## src/rtl/core/bsmv_pkg.sv

```systemverilog
// Shared types and constants of the block-sparse matvec core.
// No dependencies; imported by the controller, datapath and top level.
package bsmv_pkg;

  localparam int IDX_W      = 10;
  localparam int VAL_W      = 32;
  localparam int ELEM_W     = 16;
  localparam int LANES      = 4;
  localparam int LANE_W     = 2;
  localparam int BLK_W      = ELEM_W * LANES;
  localparam int CFG_IDX_W  = 2;
  localparam int CFG_DATA_W = 32;
  localparam int SHIFT_W    = 5;

  localparam logic signed [VAL_W-1:0] SAT_MAX = 32'sd32767;
  localparam logic signed [VAL_W-1:0] SAT_MIN = -32'sd32768;

  typedef enum logic [1:0] {
    ACT_LOAD   = 2'd0,
    ACT_BIAS   = 2'd1,
    ACT_WEIGHT = 2'd2,
    ACT_FINISH = 2'd3
  } action_t;

  typedef enum logic [CFG_IDX_W-1:0] {
    CFG_RELU   = 2'd0,
    CFG_SHIFT  = 2'd1,
    CFG_NARROW = 2'd2
  } cfg_reg_t;

  typedef enum logic [2:0] {
    ST_IDLE,
    ST_MUL,
    ST_SUM,
    ST_ACC,
    ST_RND,
    ST_FIN
  } state_t;

  // Commands from the controller to the datapath.
  typedef struct packed {
    logic load_vec;
    logic load_bias;
    logic take_row;
    logic do_mul;
    logic do_sum;
    logic do_acc;
    logic do_rnd;
    logic load_out;
  } cmd_t;

  // Status from the datapath to the controller.
  typedef struct packed {
    logic out_free;
  } stat_t;

endpackage

```

## src/rtl/core/bsmv_ctrl.sv

```systemverilog
// Sequencing state machine of the block-sparse matvec core.
// Depends on bsmv_pkg; drives the datapath commands and the input stall.
module bsmv_ctrl (
  input  logic              clk,
  input  logic              rst_n,
  input  logic              in_valid,
  input  logic [1:0]        in_action,
  output logic              in_stall,
  output bsmv_pkg::cmd_t    cmd,
  input  bsmv_pkg::stat_t   stat
);
  import bsmv_pkg::*;

  state_t state_r;
  state_t state_nxt;
  logic   accept;

  assign accept = in_valid && (state_r == ST_IDLE);

  always_ff @(posedge clk) begin
    if (!rst_n) begin
      state_r <= ST_IDLE;
    end else begin
      state_r <= state_nxt;
    end
  end

  always_comb begin
    state_nxt = state_r;
    unique case (state_r)
      ST_IDLE: begin
        if (accept) begin
          if (in_action == ACT_WEIGHT) begin
            state_nxt = ST_MUL;
          end else if (in_action == ACT_FINISH) begin
            state_nxt = ST_RND;
          end
        end
      end
      ST_MUL:  state_nxt = ST_SUM;
      ST_SUM:  state_nxt = ST_ACC;
      ST_ACC:  state_nxt = ST_IDLE;
      ST_RND:  state_nxt = ST_FIN;
      ST_FIN: begin
        if (stat.out_free) begin
          state_nxt = ST_IDLE;
        end
      end
      default: state_nxt = ST_IDLE;
    endcase
  end

  always_comb begin
    cmd      = '0;
    in_stall = 1'b1;
    unique case (state_r)
      ST_IDLE: begin
        in_stall      = 1'b0;
        cmd.load_vec  = accept && (in_action == ACT_LOAD);
        cmd.load_bias = accept && (in_action == ACT_BIAS);
        cmd.take_row  = accept && (in_action == ACT_WEIGHT);
      end
      ST_MUL:  cmd.do_mul = 1'b1;
      ST_SUM:  cmd.do_sum = 1'b1;
      ST_ACC:  cmd.do_acc = 1'b1;
      ST_RND:  cmd.do_rnd = 1'b1;
      ST_FIN:  cmd.load_out = stat.out_free;
      default: cmd = '0;
    endcase
  end

endmodule

```

## config.mk

```make
export PLATFORM = sky130hd
export DESIGN_NAME = bsmv_ctrl
export DESIGN_NICKNAME = d
export VERILOG_FILES = /design/src/rtl/core/bsmv_pkg.sv /design/src/rtl/core/bsmv_ctrl.sv
export SDC_FILE = /design/constraint.sdc
export NUM_CORES = 1
export LEC_CHECK = 0
export ABC_AREA = 1
export CORE_AREA = 2 2 39 41
export CTS_CLUSTER_SIZE = 20
export DETAILED_ROUTE_END_ITERATION = 7
export DIE_AREA = 0 0 41 43
export DONT_BUFFER_PORTS = 1
export SYNTH_ARGS = -nofsm -noshare
export SYNTH_HDL_FRONTEND = slang
export SYNTH_SLANG_ARGS = --single-unit
```

## constraint.sdc

```tcl
create_clock -name clk -period 1.21 [get_ports clk]
set_clock_uncertainty 0.1 [all_clocks]
set_input_delay 0.0605 -clock clk [delete_from_list [all_inputs] [get_ports clk]]
set_output_delay 0.0605 -clock clk [all_outputs]
set_load 0.005 [all_outputs]
```

**Word-level counts from Yosys, hierarchy flattened**

Index checks and enable logic that the tools add are counted.

- Multiplexer cells: 12
- Eq/ne operators: 11
- Reductions and logical operators: 7

Operators with widths:

| kind | number |
|---|---|
| two-way mux 3 bit | 5 |
| case mux 3 bit (5 select lines) | 1 |
| equality test 3 x 2 -> 1 bit, second input constant | 2 |
| equality test 3 bit, second input constant | 2 |
| two-way mux 1 bit | 6 |
| equality test 2 bit, second input constant | 2 |
| logical AND 1 bit | 4 |
| != test 2 bit, second input constant | 2 |
| equality test 3 x 1 -> 1 bit, second input constant | 1 |
| logical NOT 3 bit | 1 |
| != test 3 x 1 -> 1 bit, second input constant | 1 |
| AND reduction 3 bit | 1 |
| equality test 2 x 1 -> 1 bit, second input constant | 1 |
| logical NOT 2 bit | 1 |

- Output and inout bits: 9
- Flip-flop bits (word level): 3
- Word-level logic and storage cells: 31
- Bits of input ports: 6

**Longest topological paths before layout**

Gate-level depths: netlist (run 1).

- Word-level depth: 5
- Depth in mapped cells: 7
- Mapped depth without buffers: 7

**Worst setup path after synthesis (run 1)**

OpenSTA, ideal clock, no wires.

- Path kind: reg-to-reg
- Start point: reg state_r[0]
- End point: reg state_r[2]
- Data arrival time: 0.800 ns
- Period minus slack after synthesis: 1.014 ns
- Setup time: 0.114 ns
- Required time: 0.996 ns
- Cell stages (with the launch flop): 7
- Path slack: 0.196 ns
- Path buffers: 0
- Path through: dfxtp_1 > inv_2 > nand2_2 > nor2_2 > nand2_2 > a21boi_1 > nor2_1

- Longest elaborated chain between the ends: 4
- Elaborated cells between the ends (all ways): 11
- Those cells by class: eq/ne (7); mux (1); reduce/logical (3)

RTL lines:

| what | RTL line | RTL |
|---|---|---|
| start, declared | bsmv_ctrl.sv:14 | `state_t state_r;` |
| start signal, assigned | bsmv_ctrl.sv:24 | `state_r <= state_nxt;` |
| logical NOT 3 bit | bsmv_ctrl.sv:18, bsmv_ctrl.sv:30 |  |
| logical AND 1 bit | bsmv_ctrl.sv:18 | `assign accept = in_valid && (state_r == ST_IDLE);` |
| != test 2 bit (no source line) | -- |  |
| AND reduction 3 bit (no source line) | -- |  |

Parallel ways exist; a longest one is shown, timed or not.
A chain may end at the register's enable or synchronous reset.

==> metrics, run 1 <==
status=completed; YS warnings=0; Biggest register=state_r; Routed WL=between 500 and 600 µm; proportion of layout cells with a drive suffix above 1=0.396; CTS tree=yes; Power Internal=0.335 mW; site row count=14; final setup fails=0; CP endpoint=cmd[7]; Slowest cell on crit path=dfxtp_2; Nets=55; MaxCap Viol Count=0; number of buffers created by CTS=3; Root Driver=clkbuf_4; Hold WS=7.34 ps; Crit. End Element=output port; Crit path depth=5; RSZ-0062 raised after global routing=true; Worst Hold Launch=in_valid; first-pass detailed-route iteration total=4; Port-buffer cells=0; post-synthesis xor/xnor area fraction=0; DPL Wire Length=455 µm; top-count cell post-synth=nand2_1; Wirelength per Cell=9.16 µm; global route total overflow=0; worst path required time=1050 ps; Leak=between 0.15 and 0.2 nW; crit-path cells=inv_2, nand2_4, nor2_4, nand2_4, nor3_4; Post-Syn Nets=46; max incr delay on CP=320 ps; ys flop type=dfxtp_1; leading post-synthesis cells by cell area=dfxtp_1 26%, nand2_1 15%, nor3_1 11%; max-slew violations=0; # DRC=0; Ant. Diodes=0; Peak VDD IR=0.000469 V; CP bufs+invs=1; Layout Cells excl Fill=64; synthesized instance count=40; Setup WS pre-CTS=between 100 and 150 ps; Post-Synth Adder-Cell Area=0; Sink Count=3; Core Area=1380 µm²; Mapped Area=230 µm²; Critical Path Start Type=register; fin crit share=0.982; vias in the first global route=roughly 260; final hold vios=0; mux cell area share after synthesis=0; max reg flops=3; post-synthesis sequential area ratio=0.261; layout overhead on the synthesized area=58.7%; switching pwr=around 0.20 mW; worst hold path class=primary input to register; Crit Reg-Reg Endpoint=state_r[2]$_SDFFE_PN0P_; GP Congestion=0.646; Tmin final=1190 ps; cell mode on critical path=nand2_4; Commonest cells post-synth=9 x nand2_1, 6 x nor2_1, 5 x nor3_1, 4 x inv_1, 4 x inv_2; Final ANT Viol Nets=0; ys async rst share=0; Reg clk slew, reported paths=30 ps; mean post-synth cell area=5.76 µm²; final worst slack=about 22 ps; largest family of logic cells by synthesized area=simple AND/OR/NAND/NOR gates; biggest regs=state_r (3); first-pass GRT wire length=897 µm; H-Tree Level Count=1; worst setup path startpoint=state_r[0]$_SDFFE_PN0P_; post-synthesis compound-gate area fraction=0.125; die span in y=roughly 43 µm; Die Footprint=~1800 µm²; Clk pwr share=0.310; Avg Vias per Cell=4.28; antenna violations before repair=0; Top delay family on crit path=simple AND/OR/NAND/NOR gates; largest net degree at the start of global routing=8; pwr/cell area=between 1000 and 1500 nW/µm²; Worst R2R Setup Slack=roughly 50 ps; gr usage total=0.0782; #FFs+latches synth=3; Simple-Gate Fraction of Synth Area=0.484; combinational share of power=0.418; Slew HR=0.807; reg-to-reg startpoint=state_r[0]$_SDFFE_PN0P_; CP arrival=1030 ps; EDFF count, synth=0; top cell type's share of synthesized area=0.261; First DRT Iteration DRCs=4; vias=274; Max Freq=0.842 GHz; Worst Path Max Fanout=4; Power Total=0.539 mW; switching part of the total=0.378; Worst-Margin Slew=288 ps; unique cell type count in the Yosys netlist=14; Horiz. Die Dim=41 µm; sequential group share of total power=0.272; post-synth top area cell=dfxtp_1; Clk Latency, worst-skew pair=230 ps; CP Class=register to output port; placed insts=56; num ports=15; Clock Tree Buf Depth=2; Starting Density=0.166; r2r worst-path depth=7
## area by class of cell
cell class,instances,area (µm²)
tap,16,20.0
sequential,3,63.8
multi-input combinational,29,185
inverter,8,32.5
fill,154,1020
timing repair buffer,4,37.5
clock buffer,4,26.3
## worst reg2reg max path: stages (launching register included)
cell and delay [ps]:
dfxtp_2 320, inv_2 80, nand2_4 70, nor2_4 110, buf_4 130, nand2_2 40, a21boi_1 150, nor2_1 50
## power by group through the flow
| stage | Sequential (mW) | Combinational (mW) | Clock (mW) |
|---|---|---|---|
| 2_1_floorplan | 0.136 | 0.135 | 0 |
| 3_3_place_gp | 0.140 | 0.156 | 0 |
| 3_5_place_dp | 0.140 | 0.158 | 0 |
| 4_1_cts | 0.144 | 0.210 | 0.178 |
| 5_1_grt | 0.150 | 0.245 | 0.186 |
| 6_report | 0.147 | 0.225 | 0.167 |
## worst min-delay path by stage
stage | end | cells after the start
after floorplan | cmd[5] | 1
after global placement | cmd[7] | 1
after detailed placement | cmd[5] | 1
after CTS | state_r[0]$_SDFFE_PN0P_ | 4
after global routing | state_r[0]$_SDFFE_PN0P_ | 4
final | state_r[0]$_SDFFE_PN0P_ | 4
## cells in the final DEF (no fill, tap or decap), drive strengths merged
| cell | n |
|---|---|
| a21boi | 1 |
| a21oi | 2 |
| buf | 1 |
| clkbuf | 4 |
| dfxtp | 3 |
| dlygate4sd3 | 3 |
| inv | 8 |
| nand2 | 11 |
| nand3 | 1 |
| nand4 | 1 |
| nor2 | 7 |
| nor3 | 5 |
| o21a | 1 |
## metrics by stage
step / utilization / TNS [ps] / cell area, µm²
after CTS: 0.250 / 0 / 345
after floorplan: - / 0 / 230
after detailed placement: 0.181 / 0 / 250
after global routing: 0.264 / -101 / 365
after global placement: 0.181 / 0 / 250
final: 0.264 / 0 / 365
## what timing repair did
action / CTS / global route
gates resized for setup: 9 / 4
pin swaps: 0 / 0
hold endpoints to repair: 3 / 0
hold buffers: 3 / 0
setup buffers: 1 / 0
gates cloned: 0 / 0
endpoints found under the setup margin: 3 / 3
## cells by family after synthesis
family / count (synthesis)
AND/OR/NAND/NOR: 25
buffers and inverters: 8
AO/OA/AOI/OAI: 4
flip-flops: 3
## routing by layer
| layer | vias up | wire [µm] | track usage |
|---|---|---|---|
| met4 | 0 | 0 | 0.0600 |
| met3 | 0 | 43 | 0.0576 |
| met5 | - | 0 | 0 |
| met2 | 4 | 319 | 0.119 |
| met1 | 124 | 223 | 0.0639 |
| li1 | 146 | - | - |
(Power assumes the default switching activity.)
==> run 2, diff against run 1 <==
==> constraint.sdc (replaced) <==
create_clock -name clk -period 1.1 [get_ports clk]
set_clock_uncertainty 0.1 [all_clocks]
set_input_delay 0.055 -clock clk [delete_from_list [all_inputs] [get_ports clk]]
set_output_delay 0.055 -clock clk [all_outputs]
set_load 0.01 [all_outputs]
==> run 2 against run 1 <==
The flow now finishes with violations (negative setup slack). Cell area rose by 40%. Setup slack got worse by 180 ps. Global-route usage rose by 1.6 points. Worst hold slack improved by 8.6 ps. Flip-flop and latch count did not move. Non-clock buffer count rose by 15. Final cell count rose by 23%. Wire length rose by 31%. Via count rose by 19%. Core utilization rose by 10 points. Largest cell class unchanged.
==> metrics, run 2 (synthesized netlist as in run 1, its figures left out) <==
RSZ-0062 raised after global routing=true; CP endpoint=cmd[7]; proportion of layout cells with a drive suffix above 1=0.667 (+0.271); Setup WS pre-CTS=-3.99 ps (-117 ps); max reg flops=3 (unchanged); H-Tree Level Count=1 (unchanged); fill count=144 (-6.5%); DPL Wire Length=479 µm (+5.3%); vias=325 (+19%); Horiz. Die Dim=41 µm (unchanged); num ports=15 (unchanged); biggest regs=state_r (3); layout overhead on the synthesized area=122%; Starting Density=0.166 (unchanged); failing checks=negative setup slack; max-slew violations=0 (unchanged); largest net degree at the start of global routing=8 (unchanged); Port-buffer cells=0 (unchanged); global route total overflow=0 (unchanged); number of buffers created by CTS=3 (unchanged); Crit. End Element=output port; final worst slack=-155 ps (-177 ps); Slowest cell on crit path=dfxtp_2; Max Freq=0.797 GHz; Reg clk slew, reported paths=30 ps (about the same); Clk Latency, worst-skew pair=230 ps (about the same); first-pass GRT wire length=1100 µm (+23%); antenna violations before repair=0 (unchanged); max incr delay on CP=310 ps (about the same); Root Driver=clkbuf_4; status=finished, violations left; FF+latch area=66.3 µm² (+3.9%); First DRT Iteration DRCs=5 (+1); Final ANT Viol Nets=0 (unchanged); Slew HR=0.904 (+0.0973); cell mode on critical path=nand2_2; Worst Path Max Fanout=3 (-1); Biggest register=state_r; Worst R2R Setup Slack=10 ps (-40 ps); Leak=0.240 nW (+44%); Placed Area=340 µm² (+36%); CP Class=register to output port; commonest non-fill, non-tap cell in the layout=buf_4; Worst-Margin Slew=144 ps (-144 ps); vias in the first global route=290 (+13%); Tmin final=1250 ps; reg-to-reg startpoint=state_r[2]$_SDFFE_PN0P_; final hold vios=0 (unchanged); most frequent cells in the layout=13 x buf_4, 6 x nand2_1; pwr/cell area=1520 nW/µm² (+2.8%); Nets=70 (+27%); crit-path cells=inv_2, nand2_2, nor2_4, nand2_2, nor3_2, buf_4; fin crit share=1.14; Clock Tree Buf Depth=2 (unchanged); Sink Count=3 (unchanged); worst setup path startpoint=state_r[0]$_SDFFE_PN0P_; worst path required time=940 ps (-110 ps); Peak VDD IR=0.000488 V (+4.1%); Wirelength per Cell=9.72 µm (+6.2%); die span in y=43 µm (unchanged); Critical Path Start Type=register; worst hold path class=primary input to register; CTS tree=yes; Avg Vias per Cell=4.11 (-3.9%); final setup fails=8 (+8); design area=510 µm² (+40%); site row count=14 (unchanged); Ant. Diodes=0 (unchanged); gr usage total=0.0942 (+0.0160); CP arrival=1100 ps (+70 ps); Routed WL=768 µm (+31%); r2r worst-path depth=4 (-3); Crit Reg-Reg Endpoint=state_r[2]$_SDFFE_PN0P_; Core Area=1380 µm² (unchanged); GP Congestion=0.655 (+1.4%); first-pass detailed-route iteration total=2 (-2); MaxCap Viol Count=0 (unchanged); # DRC=0 (unchanged); footprint of the multi-input gates=205 µm² (+11%); Die Footprint=1760 µm² (unchanged)
[run 2: routing by layer]
metal	vias up	GRT usage	part of all wire
met2	4	0.150	0.60
met5	-	0	0
li1	172	-	-
met3	0	0.0314	0.039
met4	0	0.0600	0
met1	149	0.0990	0.36
[run 2: critical path: cells and delay by family (launching register included)]
kind          cells  cell delay, ps
flops             1             310
buf+inv           2             190
simple gates      4             360
[run 2: repair_timing]
action / in CTS / in global routing
gates resized for setup: 16 / 9
buffers inserted: 3 / 1
hold buffers: 4 / 0
endpoints found under the hold margin: 3 / 0
setup endpoints to repair: 9 / 12
pin swaps: 6 / 5
cloned: 0 / 0
[run 2: how the worst min path moves through the flow]
| stage | from | endpoint | depth (start not counted) |
|---|---|---|---|
| floorplan | in_action[0] | cmd[5] | 1 |
| global placement | rst_n | state_r[1]$_SDFFE_PN0P_ | 1 |
| detailed placement | rst_n | state_r[1]$_SDFFE_PN0P_ | 1 |
| CTS | in_action[0] | state_r[0]$_SDFFE_PN0P_ | 5 |
| global route | in_action[0] | state_r[0]$_SDFFE_PN0P_ | 5 |
| finish | in_action[0] | state_r[0]$_SDFFE_PN0P_ | 5 |
[run 2: area by class of cell]
cell class,instances,share of cell area
Tap cell,16,0.0392
Inverter,8,0.0637
Sequential cell,3,0.130
Clock buffer,4,0.0515
Multi-Input combinational cell,29,0.402
Timing Repair Buffer,19,0.314
[run 2: power breakdown]
part / switching (mW) / internal [mW] / total (mW)
registers: 0.0265 / 0.133 / 0.160
clock network: 0.0519 / 0.136 / 0.187
logic: 0.220 / 0.207 / 0.427
total: 0.298 / 0.476 / 0.774
[run 2: metrics by stage]
step | power (mW) | TNS (ps) | util | hold slack [ps] | std cells
after global placement | 0.423 | 0 | 0.246 | 77.5 | 68
after floorplan | 0.314 | 0 | - | 60.7 | 40
after global routing | 0.831 | -1300 | 0.369 | 36.8 | 79
after CTS | 0.740 | -1290 | 0.347 | 7.91 | 79
after detailed placement | 0.424 | -3.99 | 0.246 | 79.5 | 68
final | 0.774 | -784 | 0.369 | 16.0 | 79
==> run 3, diff against run 2 <==
- CORE_AREA: 2 2 39 41 -> 4 4 41 43
- DIE_AREA: 0 0 41 43 -> 0 0 45 47
==> run 3 against run 2 <==
The run ends with negative hold slack, negative setup slack left. Largest cell class unchanged. Worst hold slack worse by 16 ps. Via count is 1.5% lower. Cell area is 0.74% higher. Critical endpoint unchanged. Register-to-register slack worse by 80 ps. Flip-flop and latch count stayed put. Sequential power hardly changed. Non-clock buffer count is 2 lower. Global-route usage is 1.1 points lower. Final cell count is 3.8% lower. First-iteration DRC count is 80% lower. Critical path type unchanged.
==> metrics, run 3 (synthesized netlist as in run 1, its figures left out) <==
Clock Tree Buf Depth=2 (unchanged); Worst Hold Launch=in_action[1]; Slew HR=0.883 (-0.0214); Wirelength per Cell=9.88 µm (+1.6%); layout overhead on the synthesized area=123%; first-pass GRT wire length=1260 µm (+14%); hold path depth=4 (-1); die span in y=47 µm (+9.3%); Biggest register=state_r; failing checks=negative hold slack, negative setup slack; r2r worst-path depth=9 (+5); worst path required time=940 ps (about the same); fin crit share=1.16 (+0.0216); commonest non-fill, non-tap cell in the layout=buf_4; antenna violations before repair=0 (unchanged); Worst R2R Setup Slack=-70 ps (-80 ps); Nets=68 (-2.9%); first-pass detailed-route iteration total=2 (unchanged); Final ANT Viol Nets=0 (unchanged); Routed WL=751 µm (-2.2%); design area=514 µm² (+0.74%); Crit. End Element=output port; Placed Area=339 µm² (-0.37%); Critical Path Start Type=register; final setup fails=11 (+3); Clk Latency, worst-skew pair=230 ps (about the same); Port-buffer cells=0 (unchanged); gr usage total=0.0829 (-0.0112); CP arrival=1120 ps (+20 ps); biggest regs=state_r (3); Die Footprint=2120 µm² (+20%); Core Area=1300 µm² (-6.0%); fill count=145 (+0.69%); Slowest cell on crit path=dfxtp_2; num ports=15 (unchanged); status=finished, violations left; final hold vios=1 (+1); vias in the first global route=307 (+5.9%); Starting Density=0.177 (+0.0106); # DRC=0 (unchanged); DPL Wire Length=534 µm (+12%); Avg Vias per Cell=4.21 (+2.3%); fin util=0.395 (+0.0263); Reg clk slew, reported paths=40 ps (about the same); Layout Cells excl Fill=76 (-3.8%); most frequent cells in the layout=11 x buf_4, 5 x inv_2, 5 x nor3_2, 5 x nand2_1; max reg flops=3 (unchanged); Leak=0.239 nW (-0.55%); First DRT Iteration DRCs=1 (-4); number of buffers created by CTS=3 (unchanged); site row count=13 (-1); Sink Count=3 (unchanged); Worst Path Max Fanout=3 (unchanged); max-slew violations=0 (unchanged); global route total overflow=0 (unchanged); hold endpoint=state_r[0]$_SDFFE_PN0P_; Power Total=0.790 mW (+2.0%); CTS tree=yes; reg-to-reg startpoint=state_r[0]$_SDFFE_PN0P_; Ant. Diodes=0 (unchanged); Setup WS pre-CTS=-10.7 ps (-6.70 ps); final worst slack=-179 ps (-23.8 ps); pwr/cell area=1540 nW/µm² (+1.3%); Peak VDD IR=0.000824 V (+69%); GP Congestion=0.761 (+16%); max incr delay on CP=310 ps (about the same); Max Freq=0.782 GHz (-1.9%); MaxCap Viol Count=0 (unchanged); CP Class=register to output port; H-Tree Level Count=1 (unchanged); Tmin final=1280 ps (+23.8 ps); worst hold path class=primary input to register; setup TNS=-1030 ps (-250 ps); proportion of layout cells with a drive suffix above 1=0.721 (+0.0546); crit-path cells=inv_2, nand2_4, nor2_4, nand2_4, nor3_2, buf_4; Crit Reg-Reg Endpoint=state_r[0]$_SDFFE_PN0P_; largest net degree at the start of global routing=8 (unchanged); RSZ-0062 raised after global routing=true; Worst-Margin Slew=175 ps (+31.4 ps); cell mode on critical path=nand2_4; Root Driver=clkbuf_4; Hold WS=-0.320 ps (-16.3 ps); Horiz. Die Dim=45 µm (+9.8%); placed insts=67 (-1.5%); vias=320 (-1.5%)
run 3: changes by cell type in the layout (fill, tap and decap cells not counted), moves of 2 or more:
| cell | before | now |
|---|---|---|
| buf_4 | 13 | 11 |
| buf_6 | 2 | 4 |
| dlygate4sd3_1 | 4 | 2 |
| nand2_4 | 1 | 3 |
| nor2_2 | 2 | 0 |
| nor2_4 | 2 | 4 |
run 3: area by class of cell:
type,count,area (µm²),share of cell area
inverter,8,30.0,0.0584
timing repair buffer,17,148,0.287
multi-input combinational,29,225,0.438
clock buffer,4,26.3,0.0511
sequential,3,66.3,0.129
tap,15,18.8,0.0365
run 3: worst max-delay path by stage:
stage          cells past startpoint                     from  slack [ps]     end
2_1_floorplan                      5  state_r[0]$_SDFFE_PN0P_          10  cmd[5]
3_3_place_gp                       4  state_r[2]$_SDFFE_PN0P_          10  cmd[6]
3_5_place_dp                       4  state_r[2]$_SDFFE_PN0P_         -10  cmd[7]
4_1_cts                            6  state_r[1]$_SDFFE_PN0P_        -180  cmd[7]
5_1_grt                            6  state_r[1]$_SDFFE_PN0P_        -260  cmd[7]
6_report                           6  state_r[0]$_SDFFE_PN0P_        -180  cmd[7]
run 3: metal layers:
metal / track usage / routed length [µm]
met1: 0.0932 / 287
met5: 0 / 0
met4: 0.0526 / 0
met2: 0.136 / 428
met3: 0.0268 / 36
run 3: repair_timing:
| item | 4_1_cts | 5_1_grt |
|---|---|---|
| pin swaps | 4 | 3 |
| endpoints found under the hold margin | 3 | 0 |
| setup endpoints to repair | 8 | 11 |
| setup buffers | 1 | 2 |
| resized for setup | 16 | 14 |
| hold buffers | 2 | 0 |
| cloned | 0 | 0 |
run 3: critical path: cells and delay by family, from the launching register on:
family	cells	cell delay (ps)
DFF	1	310
buffers and inverters	2	210
and+or+nand+nor	4	370
run 3: power by group:
group          internal, mW  total (mW)  switching (mW)
logic                 0.211       0.442           0.231
clock network         0.136       0.188          0.0527
registers             0.133       0.160          0.0265
total                 0.480       0.790           0.310
